**src/design/tpp_pkg.sv**
```systemverilog
package tpp_pkg;

    localparam int CHAR_W       = 8;
    localparam int COL_W        = 16;
    localparam int TAB_STOP_DEF = 8;
    localparam int QUEUE_DEPTH  = 2;
    localparam int APB_ADDR_W   = 5;
    localparam int APB_DATA_W   = 32;
    localparam int REG_IDX_W    = 3;

    localparam logic [CHAR_W-1:0] CH_BS    = 8'h08;
    localparam logic [CHAR_W-1:0] CH_TAB   = 8'h09;
    localparam logic [CHAR_W-1:0] CH_NL    = 8'h0A;
    localparam logic [CHAR_W-1:0] CH_CR    = 8'h0D;
    localparam logic [CHAR_W-1:0] CH_SPACE = 8'h20;
    localparam logic [CHAR_W-1:0] CH_DEL   = 8'h7F;
    localparam logic [CHAR_W-1:0] CH_LOW_A = 8'h61;
    localparam logic [CHAR_W-1:0] CH_LOW_Z = 8'h7A;
    localparam logic [CHAR_W-1:0] CASE_OFS = 8'h20;

    localparam logic [COL_W-1:0] COL_MAX = 16'hFFFF;

    typedef enum logic [REG_IDX_W-1:0] {
        REG_POST_ENABLE       = 3'd0,
        REG_NL_ADDS_CR        = 3'd1,
        REG_NL_RETURNS_COLUMN = 3'd2,
        REG_DROP_CR_AT_START  = 3'd3,
        REG_CR_TO_NL          = 3'd4,
        REG_EXPAND_TABS       = 3'd5,
        REG_UPPER_CASE_OUT    = 3'd6
    } t_reg_idx;

    typedef struct packed {
        logic post_enable;
        logic nl_adds_cr;
        logic nl_returns_column;
        logic drop_cr_at_start;
        logic cr_to_nl;
        logic expand_tabs;
        logic upper_case_out;
    } t_cfg;

    localparam t_cfg CFG_RESET = '{
        post_enable:       1'b1,
        nl_adds_cr:        1'b1,
        nl_returns_column: 1'b0,
        drop_cr_at_start:  1'b0,
        cr_to_nl:          1'b0,
        expand_tabs:       1'b1,
        upper_case_out:    1'b0
    };

endpackage

```
**src/design/tpp_in_if.sv**
```systemverilog
interface tpp_in_if import tpp_pkg::*; ();
    logic              valid;
    logic              ready;
    logic [CHAR_W-1:0] char_in;

    modport source (output valid, output char_in, input ready);
    modport sink (input valid, input char_in, output ready);
endinterface

```
**src/design/tpp_out_if.sv**
```systemverilog
interface tpp_out_if import tpp_pkg::*; ();
    logic              valid;
    logic              ready;
    logic [CHAR_W-1:0] char_out;
    logic              last_of_run;

    modport source (output valid, output char_out, output last_of_run, input ready);
    modport sink (input valid, input char_out, input last_of_run, output ready);
endinterface

```
**src/design/tpp_cfg.sv**
```systemverilog
module tpp_cfg import tpp_pkg::*; (
    input  logic                  i_clk,
    input  logic                  i_rst_n,
    input  logic                  psel,
    input  logic                  penable,
    input  logic                  pwrite,
    input  logic [APB_ADDR_W-1:0] paddr,
    input  logic [APB_DATA_W-1:0] pwdata,
    output logic [APB_DATA_W-1:0] prdata,
    output logic                  pready,
    output t_cfg                  o_cfg
);

    t_cfg     r_cfg;
    t_cfg     n_cfg;
    t_reg_idx reg_idx;
    logic     rd_bit;

    assign reg_idx = t_reg_idx'(paddr[APB_ADDR_W-1:2]);
    assign pready  = 1'b1;
    assign o_cfg   = r_cfg;

    always_comb begin
        n_cfg = r_cfg;
        if (psel && penable && pwrite) begin
            case (reg_idx)
                REG_POST_ENABLE:       n_cfg.post_enable       = pwdata[0];
                REG_NL_ADDS_CR:        n_cfg.nl_adds_cr        = pwdata[0];
                REG_NL_RETURNS_COLUMN: n_cfg.nl_returns_column = pwdata[0];
                REG_DROP_CR_AT_START:  n_cfg.drop_cr_at_start  = pwdata[0];
                REG_CR_TO_NL:          n_cfg.cr_to_nl          = pwdata[0];
                REG_EXPAND_TABS:       n_cfg.expand_tabs       = pwdata[0];
                REG_UPPER_CASE_OUT:    n_cfg.upper_case_out    = pwdata[0];
                default:               n_cfg = r_cfg;
            endcase
        end
    end

    always_comb begin
        case (reg_idx)
            REG_POST_ENABLE:       rd_bit = r_cfg.post_enable;
            REG_NL_ADDS_CR:        rd_bit = r_cfg.nl_adds_cr;
            REG_NL_RETURNS_COLUMN: rd_bit = r_cfg.nl_returns_column;
            REG_DROP_CR_AT_START:  rd_bit = r_cfg.drop_cr_at_start;
            REG_CR_TO_NL:          rd_bit = r_cfg.cr_to_nl;
            REG_EXPAND_TABS:       rd_bit = r_cfg.expand_tabs;
            REG_UPPER_CASE_OUT:    rd_bit = r_cfg.upper_case_out;
            default:               rd_bit = 1'b0;
        endcase
        prdata = {{(APB_DATA_W-1){1'b0}}, rd_bit};
    end

    always_ff @(posedge i_clk) begin
        if (!i_rst_n) begin
            r_cfg <= CFG_RESET;
        end else begin
            r_cfg <= n_cfg;
        end
    end

endmodule

```
**src/design/tpp_front.sv**
```systemverilog
module tpp_front import tpp_pkg::*; #(
    parameter int TAB_STOP = TAB_STOP_DEF,
    parameter int CNT_W    = $clog2(TAB_STOP + 1),
    parameter int CMD_W    = 1 + CNT_W + CHAR_W
) (
    input  logic             i_clk,
    input  logic             i_rst_n,
    input  t_cfg             i_cfg,
    tpp_in_if.sink           i_req,
    input  logic             i_q_full,
    output logic             o_push,
    output logic [CMD_W-1:0] o_cmd
);

    localparam int PH_W = $clog2(TAB_STOP);
    localparam logic [PH_W-1:0] PhaseTop = PH_W'(TAB_STOP - 1);
    localparam logic [PH_W-1:0] PhaseMax = PH_W'(32'hFFFF % TAB_STOP);

    logic [COL_W-1:0]  r_col;
    logic [COL_W-1:0]  n_col;
    logic [PH_W-1:0]   r_phase;
    logic [PH_W-1:0]   n_phase;
    logic              accept;
    logic              keep;
    logic              pre_cr;
    logic [CNT_W-1:0]  cnt;
    logic [CNT_W-1:0]  tab_n;
    logic [CHAR_W-1:0] ch;
    logic [CHAR_W-1:0] c_in;
    logic [COL_W:0]    sum;

    assign i_req.ready = !i_q_full;
    assign accept      = i_req.valid && !i_q_full;
    assign c_in        = i_req.char_in;
    assign tab_n       = CNT_W'(TAB_STOP) - CNT_W'(r_phase);
    assign o_push      = accept && keep;
    assign o_cmd       = {pre_cr, cnt, ch};

    always_comb begin
        n_col   = r_col;
        n_phase = r_phase;
        keep    = 1'b1;
        pre_cr  = 1'b0;
        cnt     = CNT_W'(1);
        ch      = c_in;
        sum     = {1'b0, r_col} + (COL_W+1)'(1);
        if (i_cfg.post_enable) begin
            case (c_in)
                CH_NL: begin
                    if (i_cfg.nl_returns_column || i_cfg.nl_adds_cr) begin
                        n_col   = '0;
                        n_phase = '0;
                    end
                    pre_cr = i_cfg.nl_adds_cr;
                end
                CH_CR: begin
                    if (i_cfg.drop_cr_at_start && r_col == '0) begin
                        keep = 1'b0;
                    end else if (i_cfg.cr_to_nl) begin
                        ch = CH_NL;
                        if (i_cfg.nl_returns_column) begin
                            n_col   = '0;
                            n_phase = '0;
                        end
                    end else begin
                        n_col   = '0;
                        n_phase = '0;
                    end
                end
                CH_TAB: begin
                    sum = {1'b0, r_col} + (COL_W+1)'(tab_n);
                    if (sum[COL_W]) begin
                        n_col   = COL_MAX;
                        n_phase = PhaseMax;
                    end else begin
                        n_col   = sum[COL_W-1:0];
                        n_phase = '0;
                    end
                    if (i_cfg.expand_tabs) begin
                        ch  = CH_SPACE;
                        cnt = tab_n;
                    end
                end
                CH_BS: begin
                    if (r_col != '0) begin
                        n_col   = r_col - COL_W'(1);
                        n_phase = (r_phase == '0) ? PhaseTop : r_phase - PH_W'(1);
                    end
                end
                default: begin
                    if (i_cfg.upper_case_out && c_in >= CH_LOW_A && c_in <= CH_LOW_Z) begin
                        ch = c_in - CASE_OFS;
                    end
                    if (!(c_in < CH_SPACE || c_in == CH_DEL)) begin
                        if (sum[COL_W]) begin
                            n_col   = COL_MAX;
                            n_phase = PhaseMax;
                        end else begin
                            n_col   = sum[COL_W-1:0];
                            n_phase = (r_phase == PhaseTop) ? '0 : r_phase + PH_W'(1);
                        end
                    end
                end
            endcase
        end
    end

    always_ff @(posedge i_clk) begin
        if (!i_rst_n) begin
            r_col   <= '0;
            r_phase <= '0;
        end else if (accept) begin
            r_col   <= n_col;
            r_phase <= n_phase;
        end
    end

endmodule

```
**src/design/tpp_queue.sv**
```systemverilog
module tpp_queue import tpp_pkg::*; #(
    parameter int WIDTH = CHAR_W,
    parameter int DEPTH = QUEUE_DEPTH
) (
    input  logic             i_clk,
    input  logic             i_rst_n,
    input  logic             i_push,
    input  logic [WIDTH-1:0] i_data,
    output logic             o_full,
    input  logic             i_pop,
    output logic             o_valid,
    output logic [WIDTH-1:0] o_data
);

    localparam int PTR_W = (DEPTH > 1) ? $clog2(DEPTH) : 1;
    localparam int CNT_W = $clog2(DEPTH + 1);

    logic [WIDTH-1:0] r_mem [DEPTH];
    logic [PTR_W-1:0] r_wr;
    logic [PTR_W-1:0] r_rd;
    logic [CNT_W-1:0] r_cnt;
    logic [PTR_W-1:0] n_wr;
    logic [PTR_W-1:0] n_rd;
    logic [CNT_W-1:0] n_cnt;
    logic             do_push;
    logic             do_pop;

    assign o_full  = (r_cnt == CNT_W'(DEPTH));
    assign o_valid = (r_cnt != '0);
    assign o_data  = r_mem[r_rd];
    assign do_push = i_push && !o_full;
    assign do_pop  = i_pop && o_valid;

    always_comb begin
        n_wr  = r_wr;
        n_rd  = r_rd;
        n_cnt = r_cnt;
        if (do_push) begin
            n_wr = (r_wr == PTR_W'(DEPTH - 1)) ? '0 : r_wr + PTR_W'(1);
        end
        if (do_pop) begin
            n_rd = (r_rd == PTR_W'(DEPTH - 1)) ? '0 : r_rd + PTR_W'(1);
        end
        if (do_push && !do_pop) begin
            n_cnt = r_cnt + CNT_W'(1);
        end else if (do_pop && !do_push) begin
            n_cnt = r_cnt - CNT_W'(1);
        end
    end

    always_ff @(posedge i_clk) begin
        if (do_push) begin
            r_mem[r_wr] <= i_data;
        end
    end

    always_ff @(posedge i_clk) begin
        if (!i_rst_n) begin
            r_wr  <= '0;
            r_rd  <= '0;
            r_cnt <= '0;
        end else begin
            r_wr  <= n_wr;
            r_rd  <= n_rd;
            r_cnt <= n_cnt;
        end
    end

endmodule

```
**src/design/tpp_back.sv**
```systemverilog
module tpp_back import tpp_pkg::*; #(
    parameter int TAB_STOP = TAB_STOP_DEF,
    parameter int CNT_W    = $clog2(TAB_STOP + 1),
    parameter int CMD_W    = 1 + CNT_W + CHAR_W
) (
    input  logic             i_clk,
    input  logic             i_rst_n,
    input  logic             i_q_valid,
    input  logic [CMD_W-1:0] i_cmd,
    output logic             o_pop,
    tpp_out_if.source        o_res
);

    logic              r_busy;
    logic              n_busy;
    logic              r_cr;
    logic [CNT_W-1:0]  r_rem;
    logic [CHAR_W-1:0] r_ch;
    logic              r_out_valid;
    logic              n_out_valid;
    logic [CHAR_W-1:0] r_out_ch;
    logic              r_out_last;
    logic              src_cr;
    logic [CNT_W-1:0]  src_rem;
    logic [CHAR_W-1:0] src_ch;
    logic              load;

    assign o_res.valid       = r_out_valid;
    assign o_res.char_out    = r_out_ch;
    assign o_res.last_of_run = r_out_last;

    always_comb begin
        src_cr  = r_busy ? r_cr  : i_cmd[CMD_W-1];
        src_rem = r_busy ? r_rem : i_cmd[CHAR_W +: CNT_W];
        src_ch  = r_busy ? r_ch  : i_cmd[CHAR_W-1:0];
        load    = (r_busy || i_q_valid) && (!r_out_valid || o_res.ready);
        o_pop   = load && !r_busy;
        n_busy  = load ? (src_cr || src_rem != CNT_W'(1)) : r_busy;
        if (load) begin
            n_out_valid = 1'b1;
        end else if (o_res.ready) begin
            n_out_valid = 1'b0;
        end else begin
            n_out_valid = r_out_valid;
        end
    end

    always_ff @(posedge i_clk) begin
        if (load) begin
            r_ch       <= src_ch;
            r_cr       <= 1'b0;
            r_rem      <= src_cr ? src_rem : src_rem - CNT_W'(1);
            r_out_ch   <= src_cr ? CH_CR : src_ch;
            r_out_last <= !src_cr && (src_rem == CNT_W'(1));
        end
    end

    always_ff @(posedge i_clk) begin
        if (!i_rst_n) begin
            r_busy      <= 1'b0;
            r_out_valid <= 1'b0;
        end else begin
            r_busy      <= n_busy;
            r_out_valid <= n_out_valid;
        end
    end

endmodule

```
**src/design/tty_output_postprocessor_core.sv**
```systemverilog
// Terminal output post-processor. Bytes arrive on the request input one per cycle and
// leave on the result output, each result carrying last_of_run on the final byte that
// its request caused. A front stage keeps the printhead column and classifies each byte
// into a command (a byte with a repeat count and an optional leading carriage return);
// a two-entry queue carries commands to a back stage that sends one line byte per cycle
// through a registered output while that output is ready. Ordinary bytes therefore flow at one
// request per cycle via the queue and the output register; a request that yields several
// bytes (an expanded tab, a newline with added carriage return) holds the back stage until
// its last byte is sent, and requests stall once the queue is full. Configuration registers
// are to be written through the APB port only while no request is in flight (not enforced).
module tty_output_postprocessor_core import tpp_pkg::*; #(
    parameter int TAB_STOP = TAB_STOP_DEF
) (
    input  logic                  i_clk,
    input  logic                  i_rst_n,
    tpp_in_if.sink                i_req,
    tpp_out_if.source             o_res,
    input  logic                  psel,
    input  logic                  penable,
    input  logic                  pwrite,
    input  logic [APB_ADDR_W-1:0] paddr,
    input  logic [APB_DATA_W-1:0] pwdata,
    output logic [APB_DATA_W-1:0] prdata,
    output logic                  pready
);

    localparam int CNT_W = $clog2(TAB_STOP + 1);
    localparam int CMD_W = 1 + CNT_W + CHAR_W;

    t_cfg             cfg;
    logic             push;
    logic             pop;
    logic             q_full;
    logic             q_valid;
    logic [CMD_W-1:0] cmd_in;
    logic [CMD_W-1:0] cmd_out;

    tpp_cfg u_cfg (
        .i_clk   (i_clk),
        .i_rst_n (i_rst_n),
        .psel    (psel),
        .penable (penable),
        .pwrite  (pwrite),
        .paddr   (paddr),
        .pwdata  (pwdata),
        .prdata  (prdata),
        .pready  (pready),
        .o_cfg   (cfg)
    );

    tpp_front #(
        .TAB_STOP (TAB_STOP),
        .CNT_W    (CNT_W),
        .CMD_W    (CMD_W)
    ) u_front (
        .i_clk    (i_clk),
        .i_rst_n  (i_rst_n),
        .i_cfg    (cfg),
        .i_req    (i_req),
        .i_q_full (q_full),
        .o_push   (push),
        .o_cmd    (cmd_in)
    );

    tpp_queue #(
        .WIDTH (CMD_W),
        .DEPTH (QUEUE_DEPTH)
    ) u_queue (
        .i_clk   (i_clk),
        .i_rst_n (i_rst_n),
        .i_push  (push),
        .i_data  (cmd_in),
        .o_full  (q_full),
        .i_pop   (pop),
        .o_valid (q_valid),
        .o_data  (cmd_out)
    );

    tpp_back #(
        .TAB_STOP (TAB_STOP),
        .CNT_W    (CNT_W),
        .CMD_W    (CMD_W)
    ) u_back (
        .i_clk     (i_clk),
        .i_rst_n   (i_rst_n),
        .i_q_valid (q_valid),
        .i_cmd     (cmd_out),
        .o_pop     (pop),
        .o_res     (o_res)
    );

endmodule
```
**src/flat_wrapper.sv**
```systemverilog
// flat-port wrapper written by rule: the top's interface ports become plain ports
module tty_output_postprocessor_core_flat import tpp_pkg::*;
#(
    parameter int TAB_STOP = TAB_STOP_DEF
)
  (i_clk, i_rst_n, psel, penable, pwrite, paddr, pwdata, prdata, pready, i_req_valid, i_req_char_in, i_req_ready, o_res_valid, o_res_char_out, o_res_last_of_run, o_res_ready);
  tpp_in_if i_req_i ();
  tpp_out_if o_res_i ();
  input  logic i_clk;
  input  logic i_rst_n;
  input  logic psel;
  input  logic penable;
  input  logic pwrite;
  input  logic [APB_ADDR_W-1:0] paddr;
  input  logic [APB_DATA_W-1:0] pwdata;
  output logic [APB_DATA_W-1:0] prdata;
  output logic pready;
  input wire logic [$bits(i_req_i.valid)-1:0] i_req_valid;
  input wire logic [$bits(i_req_i.char_in)-1:0] i_req_char_in;
  output wire logic [$bits(i_req_i.ready)-1:0] i_req_ready;
  output wire logic [$bits(o_res_i.valid)-1:0] o_res_valid;
  output wire logic [$bits(o_res_i.char_out)-1:0] o_res_char_out;
  output wire logic [$bits(o_res_i.last_of_run)-1:0] o_res_last_of_run;
  input wire logic [$bits(o_res_i.ready)-1:0] o_res_ready;
  assign i_req_i.valid = i_req_valid;
  assign i_req_i.char_in = i_req_char_in;
  assign i_req_ready = i_req_i.ready;
  assign o_res_valid = o_res_i.valid;
  assign o_res_char_out = o_res_i.char_out;
  assign o_res_last_of_run = o_res_i.last_of_run;
  assign o_res_i.ready = o_res_ready;
  tty_output_postprocessor_core #(.TAB_STOP(TAB_STOP)) u_core (.i_clk(i_clk), .i_rst_n(i_rst_n), .i_req(i_req_i), .o_res(o_res_i), .psel(psel), .penable(penable), .pwrite(pwrite), .paddr(paddr), .pwdata(pwdata), .prdata(prdata), .pready(pready));
endmodule
```
**config.mk**
```make
export PLATFORM = sky130hd
export DESIGN_NAME = tty_output_postprocessor_core_flat
export DESIGN_NICKNAME = d
export VERILOG_FILES = /design/src/design/tpp_pkg.sv /design/src/design/tpp_in_if.sv /design/src/design/tpp_out_if.sv /design/src/design/tpp_cfg.sv /design/src/design/tpp_front.sv /design/src/design/tpp_queue.sv /design/src/design/tpp_back.sv /design/src/design/tty_output_postprocessor_core.sv /design/src/flat_wrapper.sv
export SDC_FILE = /design/constraint.sdc
export NUM_CORES = 1
export LEC_CHECK = 0
export BUFFER_PORTS_ARGS = -buffer_cell sky130_fd_sc_hd__buf_2
export CORE_UTILIZATION = 40
export DETAILED_ROUTE_END_ITERATION = 12
export PLACE_DENSITY = 0.61
export RECOVER_POWER = 100
export SETUP_SLACK_MARGIN = 0.3
export SYNTH_ARGS = -nofsm -noshare
export SYNTH_HDL_FRONTEND = slang
export SYNTH_SLANG_ARGS = --single-unit
```
**constraint.sdc**
```tcl
create_clock -name i_clk -period 3.1 [get_ports i_clk]
set_input_delay 0.465 -clock i_clk [delete_from_list [all_inputs] [get_ports i_clk]]
set_output_delay 0.465 -clock i_clk [all_outputs]
set_load 0.01 [all_outputs]
```
==> results_dict.tcl <==
set metrics [dict create \
    maxSlewHeadroom_pct 25.00 \
    dp_hpwl_um 8836 \
    clockPowerShare_pct 28.6 \
    syn_inst 579 \
    finalCritPeriodShare_pct 89.70 \
    p_int_mw 2.534 \
    io_buffers 30 \
    yosysWarnings 0 \
    final_util_pct 45.64 \
    cts_tree "done" \
    synthesis.area_sq_mm 0.005146 \
    root_buffer "clkbuf_16" \
    place_congestion 0.8892 \
    final_common_cell "edfxtp_1" \
    criticalPathCategory "register to register" \
    track_usage_pct 19.43 \
    fin_setup_tns_ns 0 \
    htree_levels 3 \
    first_pass_iters 4 \
    p_leak_nw 2.134 \
    critPathLaunchType "register" \
    synth_flop_cell "edfxtp_1" \
    max-vdd-ir-drop_uv 315.7 \
    hold_class "input port to register" \
    combPwrFrac_pct 27.8 \
    clock_skew_ns 0.007782 \
    grt_max_degree 30 \
    grt_pass1_vias 4037 \
    clk_pin_slew_worst_paths_ns 0.06 \
    outcome "completed" \
    tightest_slew_ns 1.125 \
    n_antenna_cell 0 \
    final_cell_mix "edfxtp_1 (47), a21oi_1 (44), nand2_1 (43)" \
    max_cap_violations 0 \
    arrival_ns 3.01 \
    io_pins 96 \
    via_count 4378 \
    synth-seq-cells 80 \
    num-nets-final 677 \
    path_max_fanout 5 \
    drive_gt1_share_pct 12.05 \
    die_area_sq_mm 0.01332 \
    finalPower_mw 3.780 \
    clk_latency_ns 0.34 \
    initial_core_util_pct 40.95 \
    drt_iter0_drc 373 \
    timing.fmax_ghz 0.3596 \
    slew_violations 0 \
    switching_power_mw 1.245 \
    die_h_um 115.4 \
    antenna_left 0 \
    viasPerCell 5.570 \
    power_frac_seq_pct 43.7 \
    die_w_um 115.4 \
    synth_edf_count 47 \
    cts.path.max_buffers 2 \
    grt_overflow 0 \
    design.core.area_sq_mm 0.01257 \
    finalSetupViolCount 0 \
    cts.sinks 80 \
    power_density_mw_per_mm2 658.8 \
    cts_hold_buffers 0 \
    synth.yosys.seq_area_share_pct 40.26 \
    grt_pass1_wl_um 20000 \
    required_ns 3.33 \
    hold_viol 0 \
    wire_per_inst_um 15.99 \
    synth_area_per_cell_sq_um 8.888 \
    sw_frac_of_total_pct 32.95 \
    synth_cell_type_count 68 \
    grt_setup_unrepaired "yes" \
    routed_wl_um 12570 \
    antenna_found_initial 0 \
    rows 41 \
    drc 0 \
    numCtsBuffers 9 \
    end_kind "register" \
    syn2layout_area_growth_pct 11.48 \
    layout_min_cycle_time_ns 2.781 \
    synth-async-reset-ratio_pct 0 \
]
## per-stage QoR
step                worst slack, ns  hold slack, ns  instance area, sq um  cells
floorplan                    0.3228          0.4615                  5259    609
global placement             0.1382          0.4790                  5385    765
detailed placement           0.1114          0.4844                  5385    765
CTS                          0.3130          0.3854                  5743    782
global route                 0.1514          0.4222                  5737    786
finish                       0.3194          0.3940                  5737    786
## timing repair
action                                  CTS  global route
pin swaps                                 1             5
gates cloned                              0             1
gates resized for setup                   6            10
hold endpoints to repair                  0             0
endpoints found under the setup margin   11            15
buffers inserted                          1             3
## state kept, by name, indices dropped and copies added, names as in the netlist, named ones only
signal                           cells
u_core.u_queue.r_rd                  1
u_core.u_queue.r_mem                26
u_core.u_back.o_res.valid            1
u_core.u_front.r_phase               3
u_core.u_back.r_busy                 1
u_core.u_queue.r_wr                  1
u_core.u_queue.r_cnt                 2
u_core.u_cfg.o_cfg                   7
u_core.u_back.o_res.char_out         8
u_core.u_back.o_res.last_of_run      1
u_core.u_back.r_ch                   8
u_core.u_front.r_col                16
u_core.u_back.r_rem                  4
## worst max-delay path, stage by stage, from the launching register on
cell	delay [ns]
dfxtp_1	0.33
inv_1	0.07
ha_2	0.18
ha_1	0.34
ha_4	0.25
nor2b_1	0.16
o311a_1	0.36
a31o_4	0.31
buf_4	0.15
a221oi_1	0.20
a31oi_1	0.07
o21ai_0	0.20
a21oi_1	0.06
## Yosys cell counts, drive strengths merged (4+ instances only)
cell type | n | area share [%]
buf | 47 | 6.3
edfxtp | 47 | 27
a21oi | 45 | 4.4
nand2 | 43 | 3.1
o21ai | 42 | 4.1
nor2 | 40 | 2.9
dfxtp | 33 | 13
inv | 25 | 1.8
clkbuf | 24 | 2.2
nor3 | 23 | 2.3
mux2i | 19 | 3.7
nand3 | 18 | 1.8
ha | 15 | 3.6
and3 | 14 | 1.7
a31oi | 12 | 1.5
nand4 | 12 | 1.5
xor2 | 10 | 1.7
nor2b | 9 | 1.1
xnor2 | 8 | 1.4
and2 | 7 | 0.85
nand2b | 5 | 0.61
nor4 | 5 | 0.85
o221ai | 5 | 0.85
o22ai | 5 | 0.61
a211oi | 4 | 0.58
a221oi | 4 | 0.68
and4 | 4 | 0.68
o211ai | 4 | 0.58
or2 | 4 | 0.49
or3 | 4 | 0.49
## area by class of cell
cell class	instances	area (sq um)
Multi-Input combinational cell	434	2709
Clock buffer	9	225.2
Timing Repair Buffer	59	341.6
Clock inverter	7	78.83
Fill cell	1242	6832
Inverter	25	93.84
Sequential cell	80	2073
Tap cell	172	215.2
## logic make-up after synthesis
| family | after synthesis | synth area share (%) |
|---|---|---|
| simple gates | 196 | 19.79 |
| other cells | 2 | 0.1459 |
| fa+ha+maj | 16 | 4.036 |
| flops | 80 | 40.26 |
| compound gates | 152 | 18.65 |
| xor+xnor | 18 | 3.063 |
| mux | 19 | 3.696 |
| buf+inv | 96 | 10.36 |
## worst paths after layout
check	startpoint	end	slack, ns	cells after the start
worst max-delay path	u_core.u_front.r_phase[0]	u_core.u_front.r_col[3]	0.32	12
worst min-delay path	pwdata[0]	u_core.u_cfg.o_cfg[6]	0.39	3
worst max register to register	u_core.u_front.r_phase[0]	u_core.u_front.r_col[3]	0.32	12
worst min register to register	u_core.u_front.r_phase[1]	u_core.u_front.r_phase[1]	0.48	2
## metal layers
| layer | track usage, % | share of wire, % | wire (um) | up-vias |
|---|---|---|---|---|
| met1 | 23.73 | 42 | 5260 | 2092 |
| met2 | 33.73 | 50 | 6269 | 144 |
| met5 | 0 | 0 | 0 | - |
| met4 | 7.792 | 1.9 | 235 | 0 |
| li1 | - | - | - | 2124 |
| met3 | 3.661 | 6.4 | 803 | 18 |
## power by group through the flow
stage          clock network, mW  logic [mW]  registers [mW]
5_1_grt                     1.15        1.20            1.69
4_1_cts                     1.11        1.10            1.64
3_3_place_gp                   0        1.06            1.66
2_1_floorplan                  0       0.824            1.62
6_report                    1.08        1.05            1.65
3_5_place_dp                   0        1.08            1.67
Note: power is estimated with default switching activity, not from simulation.
